==> config.mk <==
export PLATFORM = sky130hd
export DESIGN_NAME = frau_ram
export DESIGN_NICKNAME = d
export VERILOG_FILES = /design/src/hdl/frau_ram.sv
export SDC_FILE = /design/constraint.sdc
export NUM_CORES = 1
export LEC_CHECK = 0
export ABC_AREA = 1
export BUFFER_PORTS_ARGS = -buffer_cell sky130_fd_sc_hd__buf_2
export CORE_ASPECT_RATIO = 1.2
export CORE_UTILIZATION = 56
export DETAILED_ROUTE_END_ITERATION = 10
export PLACE_DENSITY = 0.79
export SETUP_SLACK_MARGIN = 0.5
export SLEW_MARGIN = 10
export SYNTH_ARGS = -nofsm -noshare
export SYNTH_HDL_FRONTEND = slang
export SYNTH_SLANG_ARGS = --single-unit
export TNS_END_PERCENT = 30
==> constraint.sdc <==
create_clock -name clk -period 1.2 [get_ports clk]
set_input_delay 0 -clock clk [delete_from_list [all_inputs] [get_ports clk]]
set_output_delay 0 -clock clk [all_outputs]
set_load 0.05 [all_outputs]
==> src/hdl/frau_ram.sv <==
// Generic single-write, single-read RAM with registered read data.
// No dependencies.
`default_nettype none

module frau_ram #(
  parameter int WIDTH = 16,
  parameter int DEPTH = 16
) (
  input  wire logic                                      clk,
  input  wire logic                                      we,
  input  wire logic [((DEPTH > 1) ? $clog2(DEPTH) : 1)-1:0] waddr,
  input  wire logic [WIDTH-1:0]                          wdata,
  input  wire logic [((DEPTH > 1) ? $clog2(DEPTH) : 1)-1:0] raddr,
  output logic      [WIDTH-1:0]                          rdata
);

  logic [WIDTH-1:0] mem [DEPTH];

  always_ff @(posedge clk) begin
    if (we) begin
      mem[waddr] <= wdata;
    end
    rdata <= mem[raddr];
  end

endmodule

`default_nettype wire

==> out/qor.txt, run 1 <==
Seq cells post-synth: 272
number of top-level pins: 42
H-tree levels: 1
Crit Path Max Fanout: 1
worst-case clock buffer depth: 3
Leak: 5.809 nW
WP data required: 1.20 ns
Layout Cells excl Fill: 1428
initial antenna violation count: 0
routability cong.: 0.7542
site row count: 56
post-synthesis net count: 1100
Setup violations, final: 0
worst path cell trace: buf_8
most frequent cells in the layout: nand2_1, edfxtp_1, inv_1
first-pass GRT wire length: 40.36 mm
Slowest-stage cell, CP: dfxtp_2
share of layout cells above drive strength 1: 0.1714
Synth top area share: 0.6755
min Tclk post-route: 1.022 ns
delay-heaviest family, CP: flip-flops
First-pass DRT Iterations: 6
final hold vios: 0
Synth cell types: 13
post-synth top area cell: edfxtp_1
Vias: 7797
port bufs: 41
period utilization: 0.8518
pin slew with the least headroom to its limit: 0.6589 ns
Core Region: 0.01976 mm²
hold-fix buffers at CTS: 16
commonest non-fill, non-tap cell in the layout: nand2_1
routed len/inst: 18.25 µm
PwrDens: 1478 mW/mm²
WP buf/inv: 1
skew final: 0.006579 ns
syn_area_per_cell: 10.60 µm²
outcome: finished clean
startpoint types: register
nets: 1175
Max rail drop VDD: 1.120 mV
Total GRT Usage: 0.2559
RSZ-0062 raised after global routing: yes
hpwl dp: 14.08 mm
Worst setup EP type: primary output
CP max stage delay: 0.36 ns
utilization after layout: 0.6916
Max Slew Vio Count: 0
largest net degree at the start of global routing: 63
Clock Tree Root: clkbuf_16
total negative slack: 0 ns
Crit path arrival time: 1.02 ns
Fmax: 0.9783 GHz
crit path kind: register to primary output
Detail Route Antenna Nets: 0
number of instances in the placed design: 1367
WHS: 0.007763 ns
clk_lat worst skew: 0.51 ns
Iter 0 DRT Violations: 894
vias per cell: 5.460
Slew HR: 0.5608
Clock Sinks: 272
worst min path class: input pin to register
Area growth, synth to finish: 20.07%
die height: 158.2 µm
Synth area leaders: edfxtp_1, nand2_1, nand3_1, inv_1, dfxtp_1
Post-Synthesis Cells: 1074
TritonCTS clock tree: yes
antenna diode count: 0
total grt overflow: 0
DRC viols: 0
YS warnings: 0
number of global-route vias before repair: 7697
CTS Buf Count: 25
Worst-path clk slew: 0.06 ns
MaxCap Viol Count: 0
post-synthesis sequential area ratio: 0.7036
WL final: 26.06 mm
Die Span X: 132.1 µm
Mapped Area: 0.01138 mm²
die area: 0.02090 mm²
Initial Utilization: 0.5760
## stage by stage
stage / power, mW / cell area (µm²) / setup slack (ns)
final: 20.20 / 13670 / 0.1778
after global routing: 20.76 / 13670 / 0.1513
after CTS: 20.14 / 13400 / 0.1612
after detailed placement: 12.38 / 12320 / 0.01773
after global placement: 12.34 / 12320 / 0.04545
after floorplan: 11.84 / 11500 / 0.1208
## logic make-up after synthesis
group,after synthesis,share of synthesized area
buffers and inverters,249,0.09213
AND/OR/NAND/NOR,553,0.2043
flip-flops,272,0.7036
## final timing paths
kind	startpoint	cells after the start	slack, ns	to
worst max-delay path	rdata[6]	1	0.18	rdata[6]
worst min-delay path	raddr[3]	4	0.008	rdata[14]
worst max register to register	mem[2][5]	6	0.22	rdata[5]
worst min register to register	mem[10][13]	6	0.67	rdata[13]
## Yosys cell counts (all sizes together)
master / count
nand2: 341
edfxtp: 256
inv: 198
nand3: 193
buf: 41
nor2: 17
dfxtp: 16
clkbuf: 10
nand3b: 2
## state kept, by name, indices dropped and copies added (netlist names)
| signal | cells |
|---|---|
| rdata | 16 |
| mem | 256 |
## report_power, final
group	leakage [nW]	switching, mW	internal, mW
sequential	2.45	0.0960	10.6
clock	0.390	3.27	4.46
combinational	2.97	1.14	0.594
total	5.81	4.51	15.7
## metal layers
| metal | up-vias | global-route usage | wire length [µm] |
|---|---|---|---|
| met5 | - | 0 | 0 |
| met4 | 0 | 0.1124 | 945 |
| met3 | 84 | 0.04067 | 2135 |
| met2 | 411 | 0.4414 | 12970 |
| met1 | 3691 | 0.3219 | 10020 |
| li1 | 3611 | - | - |
## what timing repair did
item | CTS | global route
endpoints found under the setup margin | 32 | 90
endpoints found under the hold margin | 259 | 2
setup buffers | 0 | 0
resized for setup | 45 | 64
pin swaps | 0 | 32
## final cells by class
class                   count  area, µm²
clock buffers              35      693.2
clock inverters            10      103.9
fillers                  1325       6093
inverters                 198      744.5
multi-input cells         553       2660
flip-flops and latches    272       8030
well taps                 261      326.6
repair buffers             99       1107
Note: power is estimated with default switching activity, not from simulation.
==> run 2, diff against run 1 <==
--- a/config.mk
+++ b/config.mk
@@ -5,12 +5,12 @@
 export SDC_FILE = /design/constraint.sdc
 export NUM_CORES = 1
 export LEC_CHECK = 0
-export ABC_AREA = 1
-export BUFFER_PORTS_ARGS = -buffer_cell sky130_fd_sc_hd__buf_2
+export BUFFER_PORTS_ARGS = -buffer_cell sky130_fd_sc_hd__buf_4
 export CORE_ASPECT_RATIO = 1.2
-export CORE_UTILIZATION = 56
+export CORE_UTILIZATION = 55
 export DETAILED_ROUTE_END_ITERATION = 10
-export PLACE_DENSITY = 0.79
+export PLACE_DENSITY = 0.78
+export REMOVE_ABC_BUFFERS = 1
 export SETUP_SLACK_MARGIN = 0.5
 export SLEW_MARGIN = 10
 export SYNTH_ARGS = -nofsm -noshare
==> run 2 against run 1 <==
The run now ends with design-rule violations, negative setup slack left. Fmax down 25%. Clock power up 7.8%. Flip-flop and latch count unchanged. Via count down 37%. Synthesized area down 12%. Sequential power about the same. Highest routed layer unchanged. First-iteration DRC count down 34%. Synthesized cell count down 60%. Final cell count down 46%. Register-to-register slack worse by 0.38 ns. Count of clock-buffer cells in the layout down 4.
==> out/qor.txt, run 2 <==
outcome: finished with violations
violations in the final reports: design-rule violations, negative setup slack
most frequent cell after synthesis: edfxtp_1
clk_lat worst skew: 0.52 ns (about the same)
Synth area leaders: edfxtp_1, mux4_2, dfxtp_1, mux4_1, a22oi_1
Initial Utilization: 0.5672 (-0.008749)
Detail Route Antenna Nets: 0 (unchanged)
Synth cell types: 19 (+6)
Worst R2R Setup Slack: -0.16 ns (-0.38 ns)
total negative slack: -0.9562 ns (-0.9562 ns)
Synth top area share: 0.7654 (+0.08995)
port bufs: 41 (unchanged)
antenna diode count: 0 (unchanged)
Vias: 4904 (-37%)
Clock Tree Root: clkbuf_16
CTS Buf Count: 26 (+4.0%)
largest register by flop count: mem
Worst-path clk slew: 0.06 ns (about the same)
commonest non-fill, non-tap cell in the layout: edfxtp_1
MaxCap Viol Count: 0 (unchanged)
Max rail drop VDD: 1.317 mV (+18%)
YS warnings: 0 (unchanged)
Total GRT Usage: 0.2409 (-0.01500)
period utilization: 1.135 (+0.2837)
min Tclk post-route: 1.363 ns (+0.3404 ns)
total grt overflow: 0 (unchanged)
WL final: 21.74 mm (-17%)
worst-case clock buffer depth: 3 (unchanged)
routability cong.: 0.7396 (-1.9%)
Post-Synthesis Cells: 432 (-60%)
final worst setup slack: -0.1626 ns (-0.3404 ns)
Setup Buffers After CTS: 0 (unchanged)
skew final: 0.009963 ns (+0.003383 ns)
Core Region: 0.01771 mm² (-10%)
WP data required: 1.60 ns (+0.40 ns)
TritonCTS clock tree: yes
Clock Sinks: 272 (unchanged)
worst min path class: input pin to register
die height: 150.0 µm (-5.1%)
most frequent cells in the layout: edfxtp_1, mux4_2, buf_4
first-pass GRT wire length: 31.88 mm (-21%)
Max Slew Vio Count: 0 (unchanged)
final hold vios: 0 (unchanged)
H-tree levels: 1 (unchanged)
Slew HR: 0.7724 (+0.2116)
post-synth top area cell: edfxtp_1
DRC viols: 3 (+3)
Worst setup EP type: register
Fmax: 0.7339 GHz (-25%)
syn_area_per_cell: 23.25 µm² (+120%)
site row count: 53 (-5.4%)
largest registers: mem (256), rdata (16)
Crit path arrival time: 1.76 ns (+0.74 ns)
Area growth, synth to finish: 23.60%
initial antenna violation count: 0 (unchanged)
crit path kind: register to register
number of global-route vias before repair: 5164 (-33%)
number of instances in the placed design: 714 (-48%)
vias per cell: 6.303 (+15%)
Seq cells post-synth: 272 (unchanged)
worst path cell trace: mux4_2 -> a22oi_2 -> nand2_1
PwrDens: 1656 mW/mm² (+12%)
Post-synth EDFFs: 256 (unchanged)
Die Span X: 125.4 µm (-5.1%)
max reg flops: 256 (unchanged)
CP max stage delay: 0.53 ns (+0.17 ns)
Iter 0 DRT Violations: 586 (-34%)
routed len/inst: 27.94 µm (+53%)
First-pass DRT Iterations: 11 (+5)
number of top-level pins: 42 (unchanged)
ys flop type: edfxtp_1
ys async rst share: 0 (unchanged)
pin slew with the least headroom to its limit: 0.3414 ns (-0.3175 ns)
largest net degree at the start of global routing: 24 (-62%)
list of most frequent post-synthesis cells: edfxtp_1, mux4_2, a22oi_1
Crit Path Max Fanout: 1 (unchanged)
Slowest-stage cell, CP: mux4_2
Layout Cells excl Fill: 778 (-46%)
startpoint types: register
nets: 564 (-52%)
Leak: 4.086 nW (-30%)
die area: 0.01881 mm² (-10%)
post-synthesis sequential area ratio: 0.7973 (+0.09370)
share of layout cells above drive strength 1: 0.4086 (+0.2372)
Mapped Area: 0.01004 mm² (-12%)
hpwl dp: 11.44 mm (-19%)
Setup violations, final: 15 (+15)
RSZ-0062 raised after global routing: yes
[run 2: cell count changes after synthesis, sizes merged, moves of 28 or more]
| cell | previous run | this run |
|---|---|---|
| a22oi | 0 | 32 |
| buf | 41 | 13 |
| mux4 | 0 | 64 |
| nand3 | 193 | 1 |
| nand2 | 341 | 17 |
| inv | 198 | 0 |
[run 2: kinds of logic (layout without fill, tap and decap cells)]
group / count (synthesis) / count (layout) / share of synthesized area
AOI/OAI and AO/OA: 32 / 32 / 0.02392
buffers and inverters: 21 / 147 / 0.01233
DFF: 272 / 272 / 0.7973
muxes: 64 / 64 / 0.1473
and+or+nand+nor: 43 / 43 / 0.01918
[run 2: power breakdown]
group / switching [mW] / total, mW / leakage (nW) / internal [mW]
sequential: 0.0975 / 10.7 / 2.45 / 10.6
clock: 3.36 / 8.33 / 0.426 / 4.97
combinational: 0.818 / 1.49 / 1.21 / 0.677
[run 2: repair_timing]
action	CTS	global route
gates resized for setup	62	12
hold endpoints to repair	265	0
cloned	0	0
setup endpoints to repair	96	81
hold buffers	16	0
pin swaps	23	6
[run 2: metrics by stage]
stage          power (mW)  worst slack [ns]  cell area [µm²]  hold slack [ns]  utilization
2_1_floorplan       11.50           -0.8551             9920          0.09887            -
3_3_place_gp        12.14           -0.2125            11160           0.2829       0.6301
3_5_place_dp        12.19           -0.2631            11160           0.2976       0.6301
4_1_cts             20.59           -0.1593            12360        -0.008208       0.6983
5_1_grt             21.09           -0.1604            12410          0.01997       0.7011
6_report            20.55           -0.1626            12410          0.02197       0.7011
[run 2: layout make-up]
class                           instances  area (µm²)
Clock inverter                         17       188.9
Fill cell                             965        5293
Tap cell                              220       275.3
Sequential cell                       272        8025
Multi-Input combinational cell        139        2027
Clock buffer                           31       690.7
Timing Repair Buffer                   99        1206
[run 2: final timing paths]
path	startpoint	endpoint	cells past startpoint
max reg2reg	mem[11][4]	rdata[4]	3
min reg2reg	mem[12][5]	rdata[5]	3
max	mem[11][4]	rdata[4]	3
min	waddr[1]	mem[4][13]	3
[run 2: critical path, delay by kind of cell (launching register included)]
kind,cells,cell delay [ns]
compound gates,1,0.20
flops,1,0.42
mux,1,0.53
simple gates,1,0.10
[run 2: layer usage]
layer,wire length [µm],part of all wire,global-route usage,vias up
met3,1973,0.091,0.04862,52
li1,-,-,-,2043
met1,7758,0.36,0.3065,2532
met4,766,0.035,0.1061,0
met2,11240,0.52,0.4070,277
met5,0,0,0,-
==> run 3, diff against run 2 <==
==> constraint.sdc (replaced) <==
create_clock -name clk -period 1.2 [get_ports clk]
set_input_delay 0.3 -clock clk [delete_from_list [all_inputs] [get_ports clk]]
set_output_delay 0.3 -clock clk [all_outputs]
set_load 0.05 [all_outputs]
==> run 3 against run 2 <==
Critical path depth decreased by 2. Critical path type is now register to primary output. The run ends with negative setup slack left. Worst setup slack improved by 0.033 ns. Sequential power about the same. Critical endpoint is now rdata[10]. Global-route usage increased by 1.0 points. Combinational power increased by 7%. Flip-flop and latch count unchanged. Final cell count decreased by 0.51%.
==> out/qor.txt, run 3 (synthesis results as in run 2) <==
Sw Ratio: 0.2123 (+0.004156)
Area after DPL: 0.01124 mm² (+0.79%)
nets: 563 (-0.18%)
worst-case clock buffer depth: 3 (unchanged)
Setup violations, final: 40 (+25)
Final Cell Area: 0.01258 mm² (+1.4%)
initial antenna violation count: 0 (unchanged)
most frequent cells in the layout: edfxtp_1, mux4_2, buf_4
Hold Path Origin: wdata[0]
total power: 19.69 mW (-4.2%)
NetSw: 4.182 mW (-2.3%)
First-pass DRT Iterations: 7 (-4)
CP max stage delay: 0.36 ns (-0.17 ns)
largest register by flop count: mem
WP buf/inv: 1 (+1)
die area: 0.01881 mm² (unchanged)
share of layout cells above drive strength 1: 0.4711 (+0.06252)
Layout Cells excl Fill: 774 (-0.51%)
Total GRT Usage: 0.2511 (+0.01023)
WHS: 0.07810 ns (+0.05613 ns)
Worst R2R Setup Slack: -0.11 ns (+0.05 ns)
utilization after layout: 0.7106 (+0.009469)
Core Region: 0.01771 mm² (unchanged)
max reg flops: 256 (unchanged)
worst min path class: input pin to register
Hold EP: mem[4][0]
pin slew with the least headroom to its limit: 0.3892 ns (+0.04778 ns)
hold-fix buffers at CTS: 0 (-16)
Slew HR: 0.7398 (-0.03264)
reg2reg path depth: 3 (unchanged)
PwrDens: 1565 mW/mm² (-5.5%)
Iter 0 DRT Violations: 569 (-2.9%)
RSZ-0062 raised after global routing: yes
vias per cell: 6.430 (+2.0%)
DRC viols: 0 (-3)
worst r2r dst: rdata[3]
Slowest-stage cell, CP: dfxtp_2
RR Startpoint: mem[2][3]
TritonCTS clock tree: yes
Crit Path Max Fanout: 1 (unchanged)
outcome: finished with violations
Flop pwr share: 0.544 (+0.022)
Max Slew Vio Count: 0 (unchanged)
H-tree levels: 1 (unchanged)
final hold vios: 0 (unchanged)
Hold Path Cell Cnt: 1 (-2)
Initial Utilization: 0.5672 (unchanged)
period utilization: 1.108 (-0.02748)
total grt overflow: 0 (unchanged)
routability cong.: 0.7216 (-2.4%)
Fmax: 0.7521 GHz (+2.5%)
Clock Tree Root: clkbuf_16
CTS Buf Count: 25 (-3.8%)
Comb pwr share: 0.081 (+0.008)
Max rail drop VDD: 1.246 mV (-5.4%)
Worst-path clk slew: 0.06 ns (about the same)
antenna diode count: 0 (unchanged)
largest registers: mem (256), rdata (16)
final worst setup slack: -0.1296 ns (+0.03297 ns)
share of power burned in the clock network: 0.375 (-0.030)
crit path kind: register to primary output
violations in the final reports: negative setup slack
Crit path arrival time: 1.03 ns (-0.73 ns)
hpwl dp: 11.90 mm (+4.1%)
MaxCap Viol Count: 0 (unchanged)
min Tclk post-route: 1.330 ns (-0.03297 ns)
site row count: 53 (unchanged)
startpoint types: register
CP Depth: 1 (-2)
Internal: 15.51 mW (-4.7%)
WP data required: 0.90 ns (-0.70 ns)
delay-heaviest family, CP: flip-flops
first-pass GRT wire length: 33.05 mm (+3.7%)
commonest non-fill, non-tap cell in the layout: edfxtp_1
skew final: 0.006936 ns (-0.003026 ns)
Area growth, synth to finish: 25.26%
routed len/inst: 28.90 µm (+3.5%)
number of top-level pins: 42 (unchanged)
worst path cell trace: buf_8
number of instances in the placed design: 719 (+0.70%)
die height: 150.0 µm (unchanged)
port bufs: 41 (unchanged)
Vias: 4977 (+1.5%)
Worst setup EP type: primary output
WL final: 22.37 mm (+2.9%)
Die Span X: 125.4 µm (unchanged)
clk_lat worst skew: 0.52 ns (about the same)
number of global-route vias before repair: 5287 (+2.4%)
Leak: 4.113 nW (+0.68%)
largest net degree at the start of global routing: 23 (-4.2%)
Clock Sinks: 272 (unchanged)
Detail Route Antenna Nets: 0 (unchanged)
## run 3: cell count changes in the layout (fill, tap and decap cells not counted), moves of 9 or more
cell	change
nor2_4	+9
nor2_2	-9
dlygate4sd3_1	-16
a22oi_2	+13
buf_6	+14
a22oi_1	-13
## run 3: worst max path at each step
stage / startpoint / endpoint / slack [ns]
after floorplan: waddr[2] / mem[0][0] / -1.16
after global placement: raddr[0] / rdata[9] / -0.49
after detailed placement: raddr[0] / rdata[11] / -0.53
after CTS: rdata[10] / rdata[10] / -0.14
after global routing: rdata[10] / rdata[10] / -0.14
final: rdata[10] / rdata[10] / -0.13
## run 3: repair_timing
action	CTS	global route
pin swaps	50	18
buffers inserted	5	2
resized for setup	121	12
endpoints found under the setup margin	288	288
cloned	4	0
## run 3: metrics by stage
stage | TNS [ns] | setup WS, ns
3_3_place_gp | -74.66 | -0.4904
4_1_cts | -2.360 | -0.1433
3_5_place_dp | -83.10 | -0.5291
2_1_floorplan | -148.43 | -1.155
6_report | -2.306 | -0.1296
5_1_grt | -3.303 | -0.1429
## run 3: power groups by stage
stage	Combinational, mW	Clock (mW)	Sequential [mW]
floorplan	0.413	0	11.1
global placement	1.30	0	10.9
detailed placement	1.35	0	10.9
CTS	1.57	7.41	10.7
global route	1.66	7.80	10.7
finish	1.59	7.39	10.7
## run 3: layout make-up
type	instances	area (µm²)
flip-flops and latches	272	8028
clock buffers	32	671.9
well taps	220	275.3
repair buffers	99	1354
fillers	969	5125
clock inverters	12	86.33
multi-input cells	139	2166
## run 3: routing by layer
layer	up-vias	track usage	wire length, µm
met1	2588	0.3182	8031
met2	295	0.4274	11670
met5	-	0	0
met4	0	0.1116	713
met3	54	0.04827	1956
li1	2040	-	-
